==> config.mk <==
export PLATFORM = sky130hd
export DESIGN_NAME = rbfta_ctrl
export DESIGN_NICKNAME = d
export VERILOG_FILES = /design/src/sv/rbfta_pkg.sv /design/src/sv/rbfta_ctrl.sv
export SDC_FILE = /design/constraint.sdc
export NUM_CORES = 1
export LEC_CHECK = 0
export BUFFER_PORTS_ARGS = -buffer_cell sky130_fd_sc_hd__buf_2
export CAP_MARGIN = 20
export CORE_AREA = 2 2 39 41
export DETAILED_ROUTE_END_ITERATION = 6
export DIE_AREA = 0 0 41 43
export GPL_TIMING_DRIVEN = 0
export RECOVER_POWER = 50
export SLEW_MARGIN = 30
export SYNTH_ARGS = -nofsm -noshare
export SYNTH_HDL_FRONTEND = slang
export SYNTH_SLANG_ARGS = --single-unit
==> constraint.sdc <==
create_clock -name clock -period 2.8 [get_ports clock]
set_clock_uncertainty 0.05 [all_clocks]
set_input_delay 0.84 -clock clock [delete_from_list [all_inputs] [get_ports clock]]
set_output_delay 0.84 -clock clock [all_outputs]
set_load 0.1 [all_outputs]
==> src/sv/rbfta_pkg.sv <==
// ----------------------------------------------------------------------------
// rbfta_pkg
// Types, constants and helpers shared by the force and torque accumulator.
// ----------------------------------------------------------------------------
`default_nettype none

package rbfta_pkg;

   localparam int KIND_W   = 2;
   localparam int OBJ_W    = 4;
   localparam int OBJ_EXT_W = 8;
   localparam int COORD_W  = 8;
   localparam int VAL_W    = 32;
   localparam int SUM_W    = 48;
   localparam int OFS_W    = 34;
   localparam int PROD_W   = OFS_W + VAL_W;
   localparam int FLOOR_W  = PROD_W - 16;
   localparam int TERM_W   = FLOOR_W + 1;
   localparam int WIDE_W   = 52;
   localparam int CENTER_ROW_W = 3 * VAL_W;
   localparam int SUM_ROW_W    = 6 * SUM_W;

   localparam logic signed [WIDE_W-1:0] SAT_HI = 52'sh0_7FFF_FFFF_FFFF;
   localparam logic signed [WIDE_W-1:0] SAT_LO = 52'shF_8000_0000_0000;

   typedef enum logic [KIND_W-1:0] {
      KIND_CLEAR  = 2'd0,
      KIND_CENTER = 2'd1,
      KIND_NODE   = 2'd2,
      KIND_READ   = 2'd3
   } kind_type;

   typedef enum logic [2:0] {
      STEP_TX_POS = 3'd0,
      STEP_TX_NEG = 3'd1,
      STEP_TY_POS = 3'd2,
      STEP_TY_NEG = 3'd3,
      STEP_TZ_POS = 3'd4,
      STEP_TZ_NEG = 3'd5
   } step_type;

   typedef enum logic [2:0] {
      ST_IDLE,
      ST_DISPATCH,
      ST_RESPOND,
      ST_OFFSET,
      ST_MUL,
      ST_DRAIN,
      ST_UPDATE
   } state_type;

   typedef struct packed {
      logic     load;
      logic     clear;
      logic     center_wr;
      logic     offset_load;
      logic     mul_en;
      step_type mul_step;
      logic     sum_wr;
      logic     respond;
   } cmd_type;

   typedef struct packed {
      kind_type kind;
      logic     obj_valid;
      logic     node_ok;
   } status_type;

   function automatic logic signed [SUM_W-1:0] sat48(input logic signed [WIDE_W-1:0] s);
      logic signed [SUM_W-1:0] r;
      if (s > SAT_HI) begin
         r = SAT_HI[SUM_W-1:0];
      end else if (s < SAT_LO) begin
         r = SAT_LO[SUM_W-1:0];
      end else begin
         r = s[SUM_W-1:0];
      end
      return r;
   endfunction

endpackage

`default_nettype wire

==> src/sv/rbfta_ctrl.sv <==
// ----------------------------------------------------------------------------
// rbfta_ctrl
// Sequencer: decodes the latched request and steps the datapath through
// offset, six shared multiplies and the saturating sum update.
// ----------------------------------------------------------------------------
`default_nettype none

module rbfta_ctrl (
   input  wire logic                   clock,
   input  wire logic                   reset,
   input  wire logic                   start,
   output logic                        busy,
   input  wire rbfta_pkg::status_type  status,
   output rbfta_pkg::cmd_type          cmd
);

   import rbfta_pkg::*;

   state_type state_ff, state_in;
   step_type  step_ff, step_in;

   always_ff @(posedge clock) begin
      if (reset) begin
         state_ff <= ST_IDLE;
         step_ff  <= STEP_TX_POS;
      end else begin
         state_ff <= state_in;
         step_ff  <= step_in;
      end
   end

   always_comb begin
      state_in = state_ff;
      step_in  = step_ff;
      cmd      = '0;
      cmd.mul_step = step_ff;
      unique case (state_ff)
         ST_IDLE: begin
            if (start) begin
               cmd.load = 1'b1;
               state_in = ST_DISPATCH;
            end
         end
         ST_DISPATCH: begin
            unique case (status.kind)
               KIND_CLEAR: begin
                  cmd.clear = 1'b1;
                  state_in  = ST_IDLE;
               end
               KIND_CENTER: begin
                  cmd.center_wr = status.obj_valid;
                  state_in      = ST_IDLE;
               end
               KIND_NODE: begin
                  state_in = status.node_ok ? ST_OFFSET : ST_IDLE;
               end
               KIND_READ: begin
                  state_in = ST_RESPOND;
               end
               default: state_in = ST_IDLE;
            endcase
         end
         ST_RESPOND: begin
            cmd.respond = 1'b1;
            state_in    = ST_IDLE;
         end
         ST_OFFSET: begin
            cmd.offset_load = 1'b1;
            step_in         = STEP_TX_POS;
            state_in        = ST_MUL;
         end
         ST_MUL: begin
            cmd.mul_en = 1'b1;
            if (step_ff == STEP_TZ_NEG) begin
               step_in  = STEP_TX_POS;
               state_in = ST_DRAIN;
            end else begin
               step_in = step_type'(step_ff + 3'd1);
            end
         end
         ST_DRAIN: begin
            state_in = ST_UPDATE;
         end
         ST_UPDATE: begin
            cmd.sum_wr = 1'b1;
            state_in   = ST_IDLE;
         end
         default: state_in = ST_IDLE;
      endcase
   end

   assign busy = (state_ff != ST_IDLE);

endmodule

`default_nettype wire

==> run_results.csv <==
group,metric,value,unit
status,outcome,"complete, no violations",
yosys,ys_top_cells_by_area,"dfxtp_1, buf_6, inv_1",
yosys,postSynth.asyncResetShare,0,
timing,hold_slack,0.4451,ns
global_route,met1_usage,0.1392,
yosys,syn_inst,43,
clock_network,clock_latency,0.24,ns
routing,dr_total_vias,374,
global_route,gr-usage-all-layers,0.1127,
power_and_ir_drop,power_density,507.1,nW/um^2
global_route,grt_pass1_wl,1373,um
clock_network,cts_resized,0,
power_and_ir_drop,switching_share,0.3815,
timing,final.setup.worst_slack,0.2227,ns
routing,drt-total-wl,833,um
worst_hold_path,hp-start,"step_ff[1]",
floorplan,die_area,1763,sq um
timing,rsz0062_at_grt,"no",
clock_network,numCtsBuffers,3,
timing,maxSlewHeadroom,0.2315,
power_and_ir_drop,clock_power_share,0.334,
timing,drv_slew,0,
worst_setup_path,worst_path_most_repeated_cell,"buf_2",
power_and_ir_drop,total_power,0.0002481,W
yosys,synth.avg_cell_area,7.973,sq um
clock_network,cts-htree-levels,1,
finish,drive_above_1_share,0.3651,
worst_setup_path,rr_endpoint,"step_ff[1]",
power_and_ir_drop,combPwrFrac,0.305,
timing,period_minus_slack,2.577,ns
global_route,gr-total-overflow,0,
worst_setup_path,crit_type,"in2out",
worst_hold_path,min_to,"step_ff[1]",
clock_network,clkTransAtPathRegs,0.05,ns
placement,gp_congestion,0.7503,
worst_setup_path,cp.required,1.91,ns
finish,nFillCells,161,
worst_setup_path,cp_num_cells,3,
worst_hold_path,hp-class,"reg2reg",
timing,worstMarginPinSlew,1.158,ns
routing,wl_per_cell,10.54,um
worst_setup_path,slowest_delay,0.47,ns
placement,hpwl,645.4,um
power_and_ir_drop,irDropWorstVdd,149.1,uV
routing,drt-vias-per-instance,4.734,
timing,period_share,0.9205,
worst_setup_path,r2r_slack,1.44,ns
routing,drt_iter0_drc,2,
floorplan,io_pins,18,
power_and_ir_drop,cell_internal_pwr,0.0001534,W
yosys,synth-edff-count,0,
timing,final_hold_viol_count,0,
floorplan,num_rows,14,
clock_network,cts_tree,"built",
yosys,syn_nets,50,
yosys,synth-seq-cells,6,
worst_setup_path,cpLargestDelayFamily,"buffers and inverters",
floorplan,die_y,43,um
routing,drc_errors,0,
worst_setup_path,crit_arrival,1.69,ns
finish,synthToLayoutAreaGrowth,42.70,%
routing,drt-pass1-iter-count,2,
clock_network,clock_tree.buffer_depth,2,
floorplan,dieWidth,41,um
clock_network,hold_buffers,0,
power_and_ir_drop,p_leak,0.2196,nW
clock_network,cts-root-buf,"clkbuf_4",
yosys,yosys.area.top_type,"dfxtp_1",
finish,final_nets,72,
global_route,use_met3,0.03141,
worst_setup_path,crit_chain,"buf_2 > nor4_2 > buf_2",
global_route,grt_pass1_vias,352,
global_route,grt_max_degree,11,
floorplan,start_util,0.2477,
yosys,synthFlopType,"dfxtp_1",
worst_setup_path,worstSetupEndpointType,"output port",
worst_setup_path,rr_worst_depth,4,
power_and_ir_drop,seqPwrFrac,0.360,
placement,io_buffer_count,17,
worst_setup_path,critPathMaxFanout,4,
worst_hold_path,holdPathStages,2,
global_route,use_met2,0.1688,
clock_network,cts_setup_buffers,0,
finish,n_antenna_cell,0,
clock_network,cts.sinks,6,
power_and_ir_drop,p_sw,0.00009464,W
flow_run,cap_violations,0,
placement,dp_slack,0.2219,ns
worst_setup_path,crit_slowest_cell,"buf_2",
yosys,ys.warnings.count,0,
worst_setup_path,crit_buf_inv,2,
worst_setup_path,cp-start-kind,"input port",
yosys,yosysTopAreaCellShare,0.3504,
timing,setup_viol,0,
timing,fmax,388.0,MHz
global_route,antenna_found_initial,0,
global_route,top_usage_layer,"met2",
worst_setup_path,rr_startpoint,"state_ff[1]",
floorplan,core_area,1384,sq um
yosys,netlist_area,342.8,sq um
yosys,synth.distinct_cells,20,
yosys,ys_seq_area_frac,0.3504,
routing,ant_nets,0,
worst register-to-register path: cells and delay by family (launching register included):
family	cells	cell delay, ns
simple gates	2	0.64
flops	1	0.29
buf+inv	1	0.19
compound gates	1	0.12
area by class of cell:
class | instances | area (sq um) | area share
plain buffers | 2 | 15.01 | 0.03069
inverters | 6 | 22.52 | 0.04604
well taps | 16 | 20.02 | 0.04092
repair buffers | 17 | 81.33 | 0.1662
flip-flops and latches | 6 | 120.1 | 0.2455
multi-input cells | 29 | 207.7 | 0.4246
clock buffers | 3 | 22.52 | 0.04604
cells by family after synthesis:
group	after synthesis	share of synthesized area
and+or+nand+nor	20	0.3613
AOI/OAI and AO/OA	9	0.1569
buffers and inverters	8	0.1314
DFF	6	0.3504
placed cells by master (no fill, tap or decap), drive strengths merged:
cell type / count
a211oi: 1
a21oi: 4
a31oi: 1
buf: 15
clkbuf: 7
dfxtp: 6
inv: 6
nand2: 3
nand2b: 1
nand3: 2
nand3b: 1
nand4: 1
nand4b: 1
nand4bb: 1
nor2: 2
nor3b: 2
nor4: 2
o21ai: 1
o31ai: 2
or3: 3
or3b: 1
sequential cells by signal, summed over array words and instances, names as in the netlist:
name      flops
state_ff      3
step_ff       3
per-stage QoR:
stage	utilization	TNS [ns]	instance area, sq um	instances
2_1_floorplan	-	-1.357	372.9	43
3_3_place_gp	0.3454	0	478.0	76
3_5_place_dp	0.3454	0	478.0	76
4_1_cts	0.3617	0	500.5	79
5_1_grt	0.3535	0	489.2	79
6_report	0.3535	0	489.2	79
per-layer routing:
layer / wire length, um / share of wire
met3: 48 / 0.058
met4: 11 / 0.013
met1: 377 / 0.45
met5: 0 / 0
met2: 396 / 0.48
Yosys cell counts, types with 2 or more instances:
library cell  instances
nand3_1               2
nor3b_1               2
a21oi_1               4
nor2_1                2
o31ai_1               2
dfxtp_1               6
buf_6                 2
or3_1                 3
nand2_1               3
inv_1                 6
nor4_1                2
power by group through the flow:
stage / clock network [W] / registers (W) / logic [W]
global route: 0.0000873 / 0.0000897 / 0.0000793
finish: 0.0000830 / 0.0000894 / 0.0000757
detailed placement: 0 / 0.0000913 / 0.0000773
global placement: 0 / 0.0000911 / 0.0000764
floorplan: 0 / 0.0000924 / 0.0000606
CTS: 0.0000836 / 0.0000897 / 0.0000773
worst max-delay path by stage:
stage	start	to	slack, ns
2_1_floorplan	status[3]	cmd[7]	-0.68
3_3_place_gp	status[3]	cmd[8]	0.27
3_5_place_dp	status[3]	cmd[8]	0.22
4_1_cts	status[3]	cmd[8]	0.22
5_1_grt	state_ff[1]	cmd[6]	0.12
6_report	status[3]	cmd[8]	0.22
No activity file was read; power rests on OpenSTA's default activity.
